$ cat src/hw/rtl/aet_pkg.sv
// types and constants shared by the tokenizer front end, run queue and output stage
// no dependencies
`default_nettype none

package aet_pkg;

   typedef enum logic [3:0] {
      KIND_NUMBER  = 4'd0,
      KIND_LPAREN  = 4'd1,
      KIND_RPAREN  = 4'd2,
      KIND_PLUS    = 4'd3,
      KIND_MINUS   = 4'd4,
      KIND_MUL     = 4'd5,
      KIND_DIV     = 4'd6,
      KIND_POW     = 4'd7,
      KIND_SIN     = 4'd8,
      KIND_COS     = 4'd9,
      KIND_TAN     = 4'd10,
      KIND_UNKNOWN = 4'd11,
      KIND_END     = 4'd12
   } kind_type;

   localparam int RUN_SLOTS        = 3;
   localparam int QUEUE_DEPTH      = 4;
   localparam int QUEUE_PTR_BITS   = $clog2(QUEUE_DEPTH);
   localparam int QUEUE_COUNT_BITS = $clog2(QUEUE_DEPTH + 1);

   typedef struct packed {
      kind_type    kind;
      logic [15:0] start;
      logic [4:0]  length;
   } tok_type;

   // all tokens caused by one character; a number token only ever sits in slot 0
   typedef struct packed {
      logic [1:0]                count;
      tok_type [RUN_SLOTS-1:0]   tok;
      logic [63:0]               mantissa;
      logic [4:0]                fraction;
      logic                      saturated;
   } run_type;

endpackage

`default_nettype wire

$ cat src/hw/rtl/aet_front.sv
// character scanner: classifies one character per accepted item and builds the run of tokens
// depends on aet_pkg
`default_nettype none

module aet_front #(
   parameter int MAX_LEXEME    = 32,
   parameter int POSITION_BITS = 16
) (
   input  wire logic            clock,
   input  wire logic            reset,
   input  wire logic            accept,
   input  wire logic [7:0]      char_code,
   output aet_pkg::run_type     run,
   output logic                 run_push
);

   localparam int CW = $clog2(MAX_LEXEME);
   localparam logic [CW-1:0] LEX_LIMIT     = CW'(MAX_LEXEME - 1);
   localparam logic [CW-1:0] LEX_DOT_LIMIT = CW'(MAX_LEXEME - 2);

   localparam logic [7:0] CHAR_NUL    = 8'h00;
   localparam logic [7:0] CHAR_SPACE  = 8'h20;
   localparam logic [7:0] CHAR_DOT    = 8'h2E;
   localparam logic [7:0] CHAR_LPAREN = 8'h28;
   localparam logic [7:0] CHAR_RPAREN = 8'h29;
   localparam logic [7:0] CHAR_STAR   = 8'h2A;
   localparam logic [7:0] CHAR_PLUS   = 8'h2B;
   localparam logic [7:0] CHAR_MINUS  = 8'h2D;
   localparam logic [7:0] CHAR_SLASH  = 8'h2F;
   localparam logic [7:0] CHAR_CARET  = 8'h5E;

   localparam logic [23:0] WORD_SIN = 24'h73696E;
   localparam logic [23:0] WORD_COS = 24'h636F73;
   localparam logic [23:0] WORD_TAN = 24'h74616E;

   typedef enum logic [2:0] {
      MODE_IDLE,
      MODE_INT,
      MODE_DOTWAIT,
      MODE_LEADDOT,
      MODE_FRAC,
      MODE_ALPHA,
      MODE_UNK
   } mode_type;

   typedef struct packed {
      mode_type                 mode;
      logic [POSITION_BITS-1:0] begin_pos;
      logic [CW-1:0]            cnt;
      logic [15:0]              prefix;
      logic [63:0]              mant;
      logic [CW-1:0]            frac;
      logic                     ovf;
   } scan_type;

   function automatic aet_pkg::tok_type mk_tok(aet_pkg::kind_type k,
                                               logic [POSITION_BITS-1:0] s,
                                               logic [CW-1:0] l);
      aet_pkg::tok_type t;
      t.kind   = k;
      t.start  = 16'(s);
      t.length = 5'(l);
      return t;
   endfunction

   scan_type                 scan_ff, scan_in;
   logic [POSITION_BITS-1:0] pos_ff, pos_in;
   logic [POSITION_BITS-1:0] pos_prev;

   logic                     is_digit, is_letter, is_blank_end;
   logic [3:0]               digit;
   logic                     sym_valid;
   aet_pkg::kind_type        sym_kind;
   logic                     word_valid;
   aet_pkg::kind_type        word_kind;
   logic [23:0]              word;

   scan_type                 restart;
   logic                     r_valid, r_end;
   aet_pkg::tok_type         r_tok;

   logic [67:0]              acc_wide;
   logic                     acc_sat;
   logic [63:0]              acc_mant;

   logic                     line_end, unk_path;
   logic [1:0]               tok_count;
   aet_pkg::tok_type         tok0, tok1, tok2;
   logic [CW-1:0]            cnt_plus;

   assign is_digit     = (char_code >= 8'h30) && (char_code <= 8'h39);
   assign is_letter    = ((char_code >= 8'h61) && (char_code <= 8'h7A)) ||
                         ((char_code >= 8'h41) && (char_code <= 8'h5A));
   assign is_blank_end = (char_code == CHAR_NUL) || (char_code == CHAR_SPACE);
   assign digit        = char_code[3:0];
   assign pos_prev     = pos_ff - POSITION_BITS'(1);
   assign cnt_plus     = scan_ff.cnt + CW'(1);
   assign word         = {scan_ff.prefix, char_code};

   always_comb begin
      sym_valid = 1'b1;
      case (char_code)
         CHAR_LPAREN: sym_kind = aet_pkg::KIND_LPAREN;
         CHAR_RPAREN: sym_kind = aet_pkg::KIND_RPAREN;
         CHAR_PLUS:   sym_kind = aet_pkg::KIND_PLUS;
         CHAR_MINUS:  sym_kind = aet_pkg::KIND_MINUS;
         CHAR_STAR:   sym_kind = aet_pkg::KIND_MUL;
         CHAR_SLASH:  sym_kind = aet_pkg::KIND_DIV;
         CHAR_CARET:  sym_kind = aet_pkg::KIND_POW;
         default: begin
            sym_valid = 1'b0;
            sym_kind  = aet_pkg::KIND_UNKNOWN;
         end
      endcase
   end

   always_comb begin
      word_valid = 1'b1;
      case (word)
         WORD_SIN: word_kind = aet_pkg::KIND_SIN;
         WORD_COS: word_kind = aet_pkg::KIND_COS;
         WORD_TAN: word_kind = aet_pkg::KIND_TAN;
         default: begin
            word_valid = 1'b0;
            word_kind  = aet_pkg::KIND_UNKNOWN;
         end
      endcase
   end

   // mantissa times ten plus digit, saturating
   assign acc_wide = ({4'b0, scan_ff.mant} << 3) + ({4'b0, scan_ff.mant} << 1) + 68'(digit);
   assign acc_sat  = scan_ff.ovf | (|acc_wide[67:64]);
   assign acc_mant = acc_sat ? {64{1'b1}} : acc_wide[63:0];

   // what the current character does when scanning starts over at it
   always_comb begin
      restart           = '0;
      restart.mode      = MODE_IDLE;
      restart.begin_pos = pos_ff;
      r_valid           = 1'b0;
      r_end             = 1'b0;
      r_tok             = '0;
      if (char_code == CHAR_NUL) begin
         r_valid = 1'b1;
         r_end   = 1'b1;
         r_tok   = mk_tok(aet_pkg::KIND_END, pos_ff, '0);
      end else if (char_code == CHAR_SPACE) begin
         restart.mode = MODE_IDLE;
      end else if (is_digit) begin
         restart.mode = MODE_INT;
         restart.cnt  = CW'(1);
         restart.mant = 64'(digit);
      end else if (char_code == CHAR_DOT) begin
         restart.mode = MODE_LEADDOT;
         restart.cnt  = CW'(1);
      end else if (sym_valid) begin
         r_valid = 1'b1;
         r_tok   = mk_tok(sym_kind, pos_ff, CW'(1));
      end else if (is_letter) begin
         restart.mode   = MODE_ALPHA;
         restart.cnt    = CW'(1);
         restart.prefix = 16'(char_code);
      end else begin
         restart.mode = MODE_UNK;
         restart.cnt  = CW'(1);
      end
   end

   always_comb begin
      scan_in   = scan_ff;
      line_end  = 1'b0;
      unk_path  = 1'b0;
      tok_count = 2'd0;
      tok0      = '0;
      tok1      = '0;
      tok2      = '0;
      case (scan_ff.mode)
         MODE_IDLE: begin
            scan_in   = restart;
            line_end  = r_end;
            tok0      = r_tok;
            tok_count = {1'b0, r_valid};
         end
         MODE_INT, MODE_FRAC: begin
            if (is_digit) begin
               if (scan_ff.cnt >= LEX_LIMIT) begin
                  tok0      = mk_tok(aet_pkg::KIND_UNKNOWN, scan_ff.begin_pos, LEX_LIMIT);
                  tok_count = 2'd1;
                  scan_in   = restart;
               end else begin
                  scan_in.mant = acc_mant;
                  scan_in.ovf  = acc_sat;
                  scan_in.cnt  = cnt_plus;
                  if (scan_ff.mode == MODE_FRAC) begin
                     scan_in.frac = scan_ff.frac + CW'(1);
                  end
               end
            end else if (char_code == CHAR_DOT && scan_ff.mode == MODE_INT) begin
               scan_in.mode = MODE_DOTWAIT;
            end else begin
               tok0      = mk_tok(aet_pkg::KIND_NUMBER, scan_ff.begin_pos, scan_ff.cnt);
               tok1      = r_tok;
               tok_count = 2'd1 + {1'b0, r_valid};
               scan_in   = restart;
               line_end  = r_end;
            end
         end
         MODE_DOTWAIT: begin
            if (is_digit) begin
               if (scan_ff.cnt < LEX_DOT_LIMIT) begin
                  scan_in.mant = acc_mant;
                  scan_in.ovf  = acc_sat;
                  scan_in.frac = CW'(1);
                  scan_in.cnt  = scan_ff.cnt + CW'(2);
                  scan_in.mode = MODE_FRAC;
               end else if (scan_ff.cnt < LEX_LIMIT) begin
                  tok0      = mk_tok(aet_pkg::KIND_UNKNOWN, scan_ff.begin_pos, LEX_LIMIT);
                  tok_count = 2'd1;
                  scan_in   = restart;
               end else begin
                  // digits alone filled the lexeme: the dot starts a fraction of its own
                  tok0              = mk_tok(aet_pkg::KIND_UNKNOWN, scan_ff.begin_pos, LEX_LIMIT);
                  tok_count         = 2'd1;
                  scan_in           = '0;
                  scan_in.mode      = MODE_FRAC;
                  scan_in.begin_pos = pos_prev;
                  scan_in.cnt       = CW'(2);
                  scan_in.mant      = 64'(digit);
                  scan_in.frac      = CW'(1);
               end
            end else begin
               tok0 = mk_tok(aet_pkg::KIND_NUMBER, scan_ff.begin_pos, scan_ff.cnt);
               if (is_blank_end) begin
                  tok1      = mk_tok(aet_pkg::KIND_UNKNOWN, pos_prev, CW'(1));
                  tok2      = r_tok;
                  tok_count = 2'd2 + {1'b0, r_valid};
                  scan_in   = restart;
                  line_end  = r_end;
               end else begin
                  tok_count         = 2'd1;
                  scan_in           = '0;
                  scan_in.mode      = MODE_UNK;
                  scan_in.begin_pos = pos_prev;
                  scan_in.cnt       = CW'(2);
               end
            end
         end
         MODE_LEADDOT: begin
            if (is_digit) begin
               scan_in.mant = acc_mant;
               scan_in.ovf  = acc_sat;
               scan_in.frac = CW'(1);
               scan_in.cnt  = CW'(2);
               scan_in.mode = MODE_FRAC;
            end else begin
               unk_path = 1'b1;
            end
         end
         MODE_ALPHA: begin
            if (is_letter && scan_ff.cnt < CW'(2)) begin
               scan_in.prefix = {scan_ff.prefix[7:0], char_code};
               scan_in.cnt    = CW'(2);
            end else if (is_letter && word_valid) begin
               tok0         = mk_tok(word_kind, scan_ff.begin_pos, CW'(3));
               tok_count    = 2'd1;
               scan_in.mode = MODE_IDLE;
            end else begin
               unk_path = 1'b1;
            end
         end
         default: begin
            unk_path = 1'b1;
         end
      endcase

      if (unk_path) begin
         if (is_blank_end) begin
            tok0      = mk_tok(aet_pkg::KIND_UNKNOWN, scan_ff.begin_pos, scan_ff.cnt);
            tok1      = r_tok;
            tok_count = 2'd1 + {1'b0, r_valid};
            scan_in   = restart;
            line_end  = r_end;
         end else if (cnt_plus >= LEX_LIMIT) begin
            tok0         = mk_tok(aet_pkg::KIND_UNKNOWN, scan_ff.begin_pos, cnt_plus);
            tok_count    = 2'd1;
            scan_in.mode = MODE_IDLE;
         end else begin
            scan_in.mode = MODE_UNK;
            scan_in.cnt  = cnt_plus;
         end
      end
   end

   assign pos_in = line_end ? '0 : pos_ff + POSITION_BITS'(1);

   // all-zero scan state is idle between tokens
   always_ff @(posedge clock) begin
      if (reset) begin
         scan_ff <= '0;
         pos_ff  <= '0;
      end else if (accept) begin
         pos_ff <= pos_in;
         if (line_end) begin
            scan_ff <= '0;
         end else begin
            scan_ff <= scan_in;
         end
      end
   end

   always_comb begin
      run           = '0;
      run.count     = tok_count;
      run.tok[0]    = tok0;
      run.tok[1]    = tok1;
      run.tok[2]    = tok2;
      run.mantissa  = scan_ff.mant;
      run.fraction  = 5'(scan_ff.frac);
      run.saturated = scan_ff.ovf;
   end

   assign run_push = accept && (tok_count != 2'd0);

   a_line_end_resets: assert property (@(posedge clock) disable iff (reset)
      (accept && char_code == CHAR_NUL) |=> (pos_ff == '0 && scan_ff.mode == MODE_IDLE))
      else $error("scanner not back at line start after end of line");

endmodule

`default_nettype wire

$ cat src/hw/rtl/aet_queue.sv
// short queue of token runs between the scanner and the output stage
// depends on aet_pkg
`default_nettype none

module aet_queue (
   input  wire logic              clock,
   input  wire logic              reset,
   input  wire logic              push,
   input  wire aet_pkg::run_type  push_data,
   input  wire logic              pop,
   output aet_pkg::run_type       head,
   output logic                   full,
   output logic                   empty
);

   aet_pkg::run_type                       store_ff [aet_pkg::QUEUE_DEPTH];
   logic [aet_pkg::QUEUE_PTR_BITS-1:0]     wr_ptr_ff, rd_ptr_ff;
   logic [aet_pkg::QUEUE_COUNT_BITS-1:0]   count_ff, count_in;

   assign full  = (count_ff == aet_pkg::QUEUE_COUNT_BITS'(aet_pkg::QUEUE_DEPTH));
   assign empty = (count_ff == '0);
   assign head  = store_ff[rd_ptr_ff];

   always_comb begin
      count_in = count_ff;
      case ({push, pop})
         2'b10:   count_in = count_ff + aet_pkg::QUEUE_COUNT_BITS'(1);
         2'b01:   count_in = count_ff - aet_pkg::QUEUE_COUNT_BITS'(1);
         default: count_in = count_ff;
      endcase
   end

   always_ff @(posedge clock) begin
      if (reset) begin
         wr_ptr_ff <= '0;
         rd_ptr_ff <= '0;
         count_ff  <= '0;
      end else begin
         count_ff <= count_in;
         if (push) begin
            wr_ptr_ff <= wr_ptr_ff + aet_pkg::QUEUE_PTR_BITS'(1);
         end
         if (pop) begin
            rd_ptr_ff <= rd_ptr_ff + aet_pkg::QUEUE_PTR_BITS'(1);
         end
      end
   end

   always_ff @(posedge clock) begin
      if (push) begin
         store_ff[wr_ptr_ff] <= push_data;
      end
   end

   a_no_overrun: assert property (@(posedge clock) disable iff (reset) push |-> !full)
      else $error("run pushed into a full queue");

   a_no_underrun: assert property (@(posedge clock) disable iff (reset) pop |-> !empty)
      else $error("run taken from an empty queue");

endmodule

`default_nettype wire

$ cat src/hw/rtl/aet_back.sv
// output stage: holds one run and hands its tokens out one item at a time
// depends on aet_pkg
`default_nettype none

module aet_back (
   input  wire logic              clock,
   input  wire logic              reset,
   input  wire aet_pkg::run_type  head,
   input  wire logic              head_valid,
   output logic                   head_take,
   output logic                   rsp_empty,
   input  wire logic              rsp_pop,
   output logic [3:0]             rsp_token_kind,
   output logic [15:0]            rsp_token_start,
   output logic [4:0]             rsp_token_length,
   output logic [63:0]            rsp_number_mantissa,
   output logic [4:0]             rsp_fraction_digits,
   output logic                   rsp_mantissa_saturated,
   output logic                   rsp_last_of_run
);

   aet_pkg::run_type  cur_ff;
   logic              cur_valid_ff;
   logic [1:0]        idx_ff;

   aet_pkg::tok_type  tok;
   logic              fire, last, free, is_num;

   always_comb begin
      case (idx_ff)
         2'd0:    tok = cur_ff.tok[0];
         2'd1:    tok = cur_ff.tok[1];
         default: tok = cur_ff.tok[2];
      endcase
   end

   assign fire      = rsp_pop && cur_valid_ff;
   assign last      = (idx_ff == cur_ff.count - 2'd1);
   assign free      = !cur_valid_ff || (fire && last);
   assign head_take = free && head_valid;
   assign is_num    = (tok.kind == aet_pkg::KIND_NUMBER);

   always_ff @(posedge clock) begin
      if (reset) begin
         cur_valid_ff <= 1'b0;
         idx_ff       <= 2'd0;
      end else if (head_take) begin
         cur_valid_ff <= 1'b1;
         idx_ff       <= 2'd0;
      end else if (fire && last) begin
         cur_valid_ff <= 1'b0;
      end else if (fire) begin
         idx_ff <= idx_ff + 2'd1;
      end
   end

   always_ff @(posedge clock) begin
      if (head_take) begin
         cur_ff <= head;
      end
   end

   assign rsp_empty              = !cur_valid_ff;
   assign rsp_token_kind         = tok.kind;
   assign rsp_token_start        = tok.start;
   assign rsp_token_length       = tok.length;
   assign rsp_number_mantissa    = is_num ? cur_ff.mantissa : '0;
   assign rsp_fraction_digits    = is_num ? cur_ff.fraction : '0;
   assign rsp_mantissa_saturated = is_num && cur_ff.saturated;
   assign rsp_last_of_run        = last;

   a_index_in_run: assert property (@(posedge clock) disable iff (reset)
      cur_valid_ff |-> (cur_ff.count != 2'd0 && idx_ff < cur_ff.count))
      else $error("token index outside the held run");

endmodule

`default_nettype wire

$ cat src/hw/rtl/arith_expression_tokenizer_core.sv
// arithmetic expression tokenizer: one character per cycle in, one token per cycle out
// a character is taken every cycle while the four-run queue has room; a character that
// yields k tokens (at most three) hands them out one at a time, each on an rsp_pop
// a character's first token passes the run queue, then the output stage's run register
// synchronous reset returns the scanner to position 0 of a new line and empties all queues
`default_nettype none

module arith_expression_tokenizer_core #(
   parameter int MAX_LEXEME    = 32,
   parameter int POSITION_BITS = 16
) (
   input  wire logic          clock,
   input  wire logic          reset,
   input  wire logic          req_push,
   output logic               req_full,
   input  wire logic [7:0]    req_char_code,
   output logic               rsp_empty,
   input  wire logic          rsp_pop,
   output logic [3:0]         rsp_token_kind,
   output logic [15:0]        rsp_token_start,
   output logic [4:0]         rsp_token_length,
   output logic [63:0]        rsp_number_mantissa,
   output logic [4:0]         rsp_fraction_digits,
   output logic               rsp_mantissa_saturated,
   output logic               rsp_last_of_run
);

   logic              accept;
   aet_pkg::run_type  run;
   logic              run_push;
   aet_pkg::run_type  head;
   logic              q_empty;
   logic              head_take;

   assign accept = req_push && !req_full;

   aet_front #(
      .MAX_LEXEME    (MAX_LEXEME),
      .POSITION_BITS (POSITION_BITS)
   ) u_front (
      .clock     (clock),
      .reset     (reset),
      .accept    (accept),
      .char_code (req_char_code),
      .run       (run),
      .run_push  (run_push)
   );

   aet_queue u_queue (
      .clock     (clock),
      .reset     (reset),
      .push      (run_push),
      .push_data (run),
      .pop       (head_take),
      .head      (head),
      .full      (req_full),
      .empty     (q_empty)
   );

   aet_back u_back (
      .clock                  (clock),
      .reset                  (reset),
      .head                   (head),
      .head_valid             (!q_empty),
      .head_take              (head_take),
      .rsp_empty              (rsp_empty),
      .rsp_pop                (rsp_pop),
      .rsp_token_kind         (rsp_token_kind),
      .rsp_token_start        (rsp_token_start),
      .rsp_token_length       (rsp_token_length),
      .rsp_number_mantissa    (rsp_number_mantissa),
      .rsp_fraction_digits    (rsp_fraction_digits),
      .rsp_mantissa_saturated (rsp_mantissa_saturated),
      .rsp_last_of_run        (rsp_last_of_run)
   );

endmodule

`default_nettype wire

$ cat config.mk
export PLATFORM = sky130hd
export DESIGN_NAME = arith_expression_tokenizer_core
export DESIGN_NICKNAME = d
export VERILOG_FILES = /design/src/hw/rtl/aet_pkg.sv /design/src/hw/rtl/aet_front.sv /design/src/hw/rtl/aet_queue.sv /design/src/hw/rtl/aet_back.sv /design/src/hw/rtl/arith_expression_tokenizer_core.sv
export SDC_FILE = /design/constraint.sdc
export NUM_CORES = 1
export LEC_CHECK = 0
export BUFFER_PORTS_ARGS = -buffer_cell sky130_fd_sc_hd__buf_2
export CAP_MARGIN = 20
export CORE_ASPECT_RATIO = 1.25
export CORE_UTILIZATION = 60
export DETAILED_ROUTE_END_ITERATION = 10
export PLACE_DENSITY = 0.77
export SLEW_MARGIN = 20
export SYNTH_ARGS = -nofsm -noshare
export SYNTH_HDL_FRONTEND = slang
export SYNTH_SLANG_ARGS = --single-unit
$ cat constraint.sdc
create_clock -name clock -period 17.34 [get_ports clock]
set_input_delay 1.734 -clock clock [delete_from_list [all_inputs] [get_ports clock]]
set_output_delay 1.734 -clock clock [all_outputs]
set_load 0.01 [all_outputs]
==> results.json <==
{
  "status": "finished, final reports clean",
  "path_class": "primary input to flip-flop",
  "worst_pin_slew_ns": 1.18,
  "clk_pin_slew_worst_paths_ns": 0.06,
  "gp_congestion": 0.961,
  "p_sw_mw": 1.43,
  "slowest_delay_ns": 0.76,
  "layout_common_cells": "edfxtp_1 (695), nand2_1 (253), nor2_1 (244)",
  "post_cts_buffers": 0,
  "htreeDepth": 3,
  "drt_iter0_markers": 2275,
  "grt_use_total": 0.309,
  "synth-seq-area-share": 0.600,
  "antenna_found_initial": 5,
  "grt_pass1_wl_um": 156000,
  "fin_worst_skew_ns": 0.0312,
  "hp-class": "flip-flop to flip-flop",
  "vias": 26481,
  "rsz0062_at_grt": "no",
  "power_density_mw_per_mm2": 121,
  "drt-wirelength-per-cell_um": 25.2,
  "clock_sinks": 831,
  "coreArea_mm2": 0.0647,
  "hpwl_um": 67900,
  "die_width_um": 231,
  "clk_latency_ns": 0.64,
  "crit_family": "simple AND/OR/NAND/NOR gates",
  "syn_area_mm2": 0.0393,
  "finalSetupViolCount": 0,
  "r2r-end": "u_queue.store_ff[0][29]$_DFFE_PP_",
  "firstDrtPassIters": 7,
  "holdCritStartpoint": "u_front.scan_ff[76]$_SDFFE_PP0P_",
  "hold_viol": 0,
  "path_depth": 11,
  "cp_cell_sequence": "buf_2 -> or4_1 -> nor2_1 -> nand2_1 -> inv_1 -> a21oi_1 -> o21ai_2 -> nor2_1 -> a21oi_2 -> and2_4 -> buf_4",
  "initial_core_util": 0.608,
  "cp_max_fo": 65,
  "synth_cells": 3081,
  "syn-mean-instance-area_um2": 12.8,
  "fin_util": 0.669,
  "cts_resized": 0,
  "pwr-share-comb": 0.183,
  "worst_ep_required_time_ns": 17.59,
  "grt_max_degree": 73,
  "finalCritPeriodShare": 0.357,
  "yosysWarnings": 0,
  "crit_arrival_ns": 6.45,
  "fillers": 4547,
  "area_growth_pct": 9.91,
  "cp_slowest_cell": "buf_4",
  "finalMaxSlewViolations": 0,
  "drc": 0,
  "max_cap_violations": 0,
  "total_power_mw": 5.24,
  "die_h_um": 288,
  "grt-ovfl-total": 0,
  "reg2reg_slack_ns": 11.75,
  "pwr-share-seq": 0.493,
  "rows": 104,
  "synth_seq_cells": 831,
  "async_flop_share": 0,
  "wl_um": 102000,
  "fin_tns_setup_ns": 0,
  "vias_per_cell": 6.53,
  "p_leak_nw": 15.5,
  "nets": 3297,
  "path_common_cell": "nor2_1",
  "p_sw_frac": 0.274,
  "rr_startpoint": "u_front.scan_ff[88]$_SDFFE_PP0P_",
  "ff2ff_path_depth": 10,
  "internal_power_mw": 3.81,
  "finalCriticalPeriod_ns": 6.19,
  "ir_worst_vdd_uv": 124,
  "ys_types": 92,
  "fmaxAchievable_mhz": 161,
  "endpoint": "u_queue.store_ff[0][29]$_DFFE_PP_",
  "clkPwrFrac": 0.324,
  "cts_buffers": 77,
  "cts.path.max_buffers": 3,
  "relSlewSlack": 0.208,
  "dp_cells": 3908,
  "port_buffers": 109,
  "cts_tree": "done",
  "final_layout_size_suffix_gt1_frac": 0.142,
  "synth_edf_count": 695,
  "die_area_mm2": 0.0666,
  "crit_buf_inv": 3,
  "startpoint_type": "primary input",
  "crit_start": "req_char_code[0]",
  "postRouteAntennaNets": 0,
  "cp-end-kind": "flip-flop",
  "layout_commonest_cell": "edfxtp_1",
  "cts-root-buf": "clkbuf_16",
  "grt_pass1_vias": 26482,
  "postCtsHoldBufs": 0,
  "num_io_pins": 110,
  "final_cells": 4053,
  "ys.flop_type": "edfxtp_1"
}
==> synth_stat cells, types with 26 or more instances <==
cell type | n | area [um^2]
edfxtp_1 | 695 | 20900
nand2_1 | 253 | 950
nor2_1 | 245 | 920
a21oi_1 | 217 | 1090
o21ai_0 | 204 | 1020
clkbuf_1 | 147 | 552
ha_1 | 143 | 1790
mux4_2 | 139 | 3130
dfxtp_1 | 136 | 2720
and2_1 | 89 | 557
a22oi_1 | 62 | 465
inv_1 | 53 | 199
nor3_1 | 51 | 255
xnor2_1 | 48 | 420
xor2_1 | 47 | 412
nand3_1 | 39 | 195
nand4_1 | 38 | 238
and3_1 | 33 | 206
a31oi_1 | 26 | 163
buf_1 | 26 | 97.6
==> routing by layer <==
metal  global-route usage  vias up  wire length (um)
met5                    0        -                34
met2                0.553     1095             53600
li1                     -    11949                 -
met1                0.371    13160             37900
met4                0.145        4              4780
met3               0.0394      273              5820
==> worst min-delay path by stage <==
| stage | cells past startpoint | to | slack, ns |
|---|---|---|---|
| 2_1_floorplan | 2 | u_front.scan_ff[76]$_SDFFE_PP0P_ | 0.44 |
| 3_3_place_gp | 2 | u_front.scan_ff[76]$_SDFFE_PP0P_ | 0.46 |
| 3_5_place_dp | 2 | u_front.scan_ff[76]$_SDFFE_PP0P_ | 0.48 |
| 4_1_cts | 2 | u_front.scan_ff[76]$_SDFFE_PP0P_ | 0.48 |
| 5_1_grt | 2 | u_front.scan_ff[93]$_SDFFE_PP0P_ | 0.52 |
| 6_report | 2 | u_front.scan_ff[76]$_SDFFE_PP0P_ | 0.48 |
==> state kept, by name, summed over array words and instances (netlist names) <==
name                 count
u_back.cur_ff          139
u_back.cur_valid_ff      1
u_back.idx_ff            2
u_front.pos_ff          16
u_front.run             70
u_front.scan_ff         40
u_queue.count_ff         3
u_queue.rd_ptr_ff        2
u_queue.store_ff       556
u_queue.wr_ptr_ff        2
==> cells by family after synthesis <==
logic type,Yosys count,synth area share
other,1,0.0000953
multiplexers,143,0.0806
XOR/XNOR,95,0.0212
flip-flops,831,0.600
AO/OA/AOI/OAI,791,0.128
AND/OR/NAND/NOR,831,0.0991
adder cells (fa/ha/maj),146,0.0470
buffers and inverters,243,0.0240
==> cell type report <==
| class | count | area (um^2) | area share |
|---|---|---|---|
| clock buffers | 99 | 2100 | 0.0486 |
| repair buffers | 158 | 916 | 0.0212 |
| diodes | 4 | 10.0 | 0.000232 |
| inverters | 53 | 199 | 0.00460 |
| well taps | 848 | 1060 | 0.0245 |
| flip-flops and latches | 831 | 23600 | 0.546 |
| multi-input cells | 2018 | 14900 | 0.344 |
| clock inverters | 42 | 454 | 0.0105 |
==> power groups by stage <==
stage | Clock (mW) | Combinational [mW] | Sequential, mW
after floorplan | 0 | 0.648 | 2.61
after global placement | 0 | 0.943 | 2.61
after detailed placement | 0 | 0.963 | 2.63
after CTS | 1.72 | 0.971 | 2.59
after global routing | 1.79 | 1.03 | 2.61
final | 1.70 | 0.957 | 2.59
==> worst register-to-register path: cells and delay by family (launching register included) <==
kind / cells / cell delay (ns)
AOI/OAI and AO/OA: 3 / 1.18
adders and majority gates: 1 / 0.43
buffers and inverters: 1 / 0.77
DFF: 1 / 0.64
and+or+nand+nor: 5 / 2.04
==> through the flow <==
step	worst slack, ns	instance area [um^2]	hold WS [ns]
floorplan	6.52	39400	0.441
global placement	10.26	40700	0.458
global route	10.82	43200	0.518
CTS	11.18	43200	0.485
finish	11.15	43200	0.483
detailed placement	10.52	40700	0.477
(Power assumes the default switching activity.)
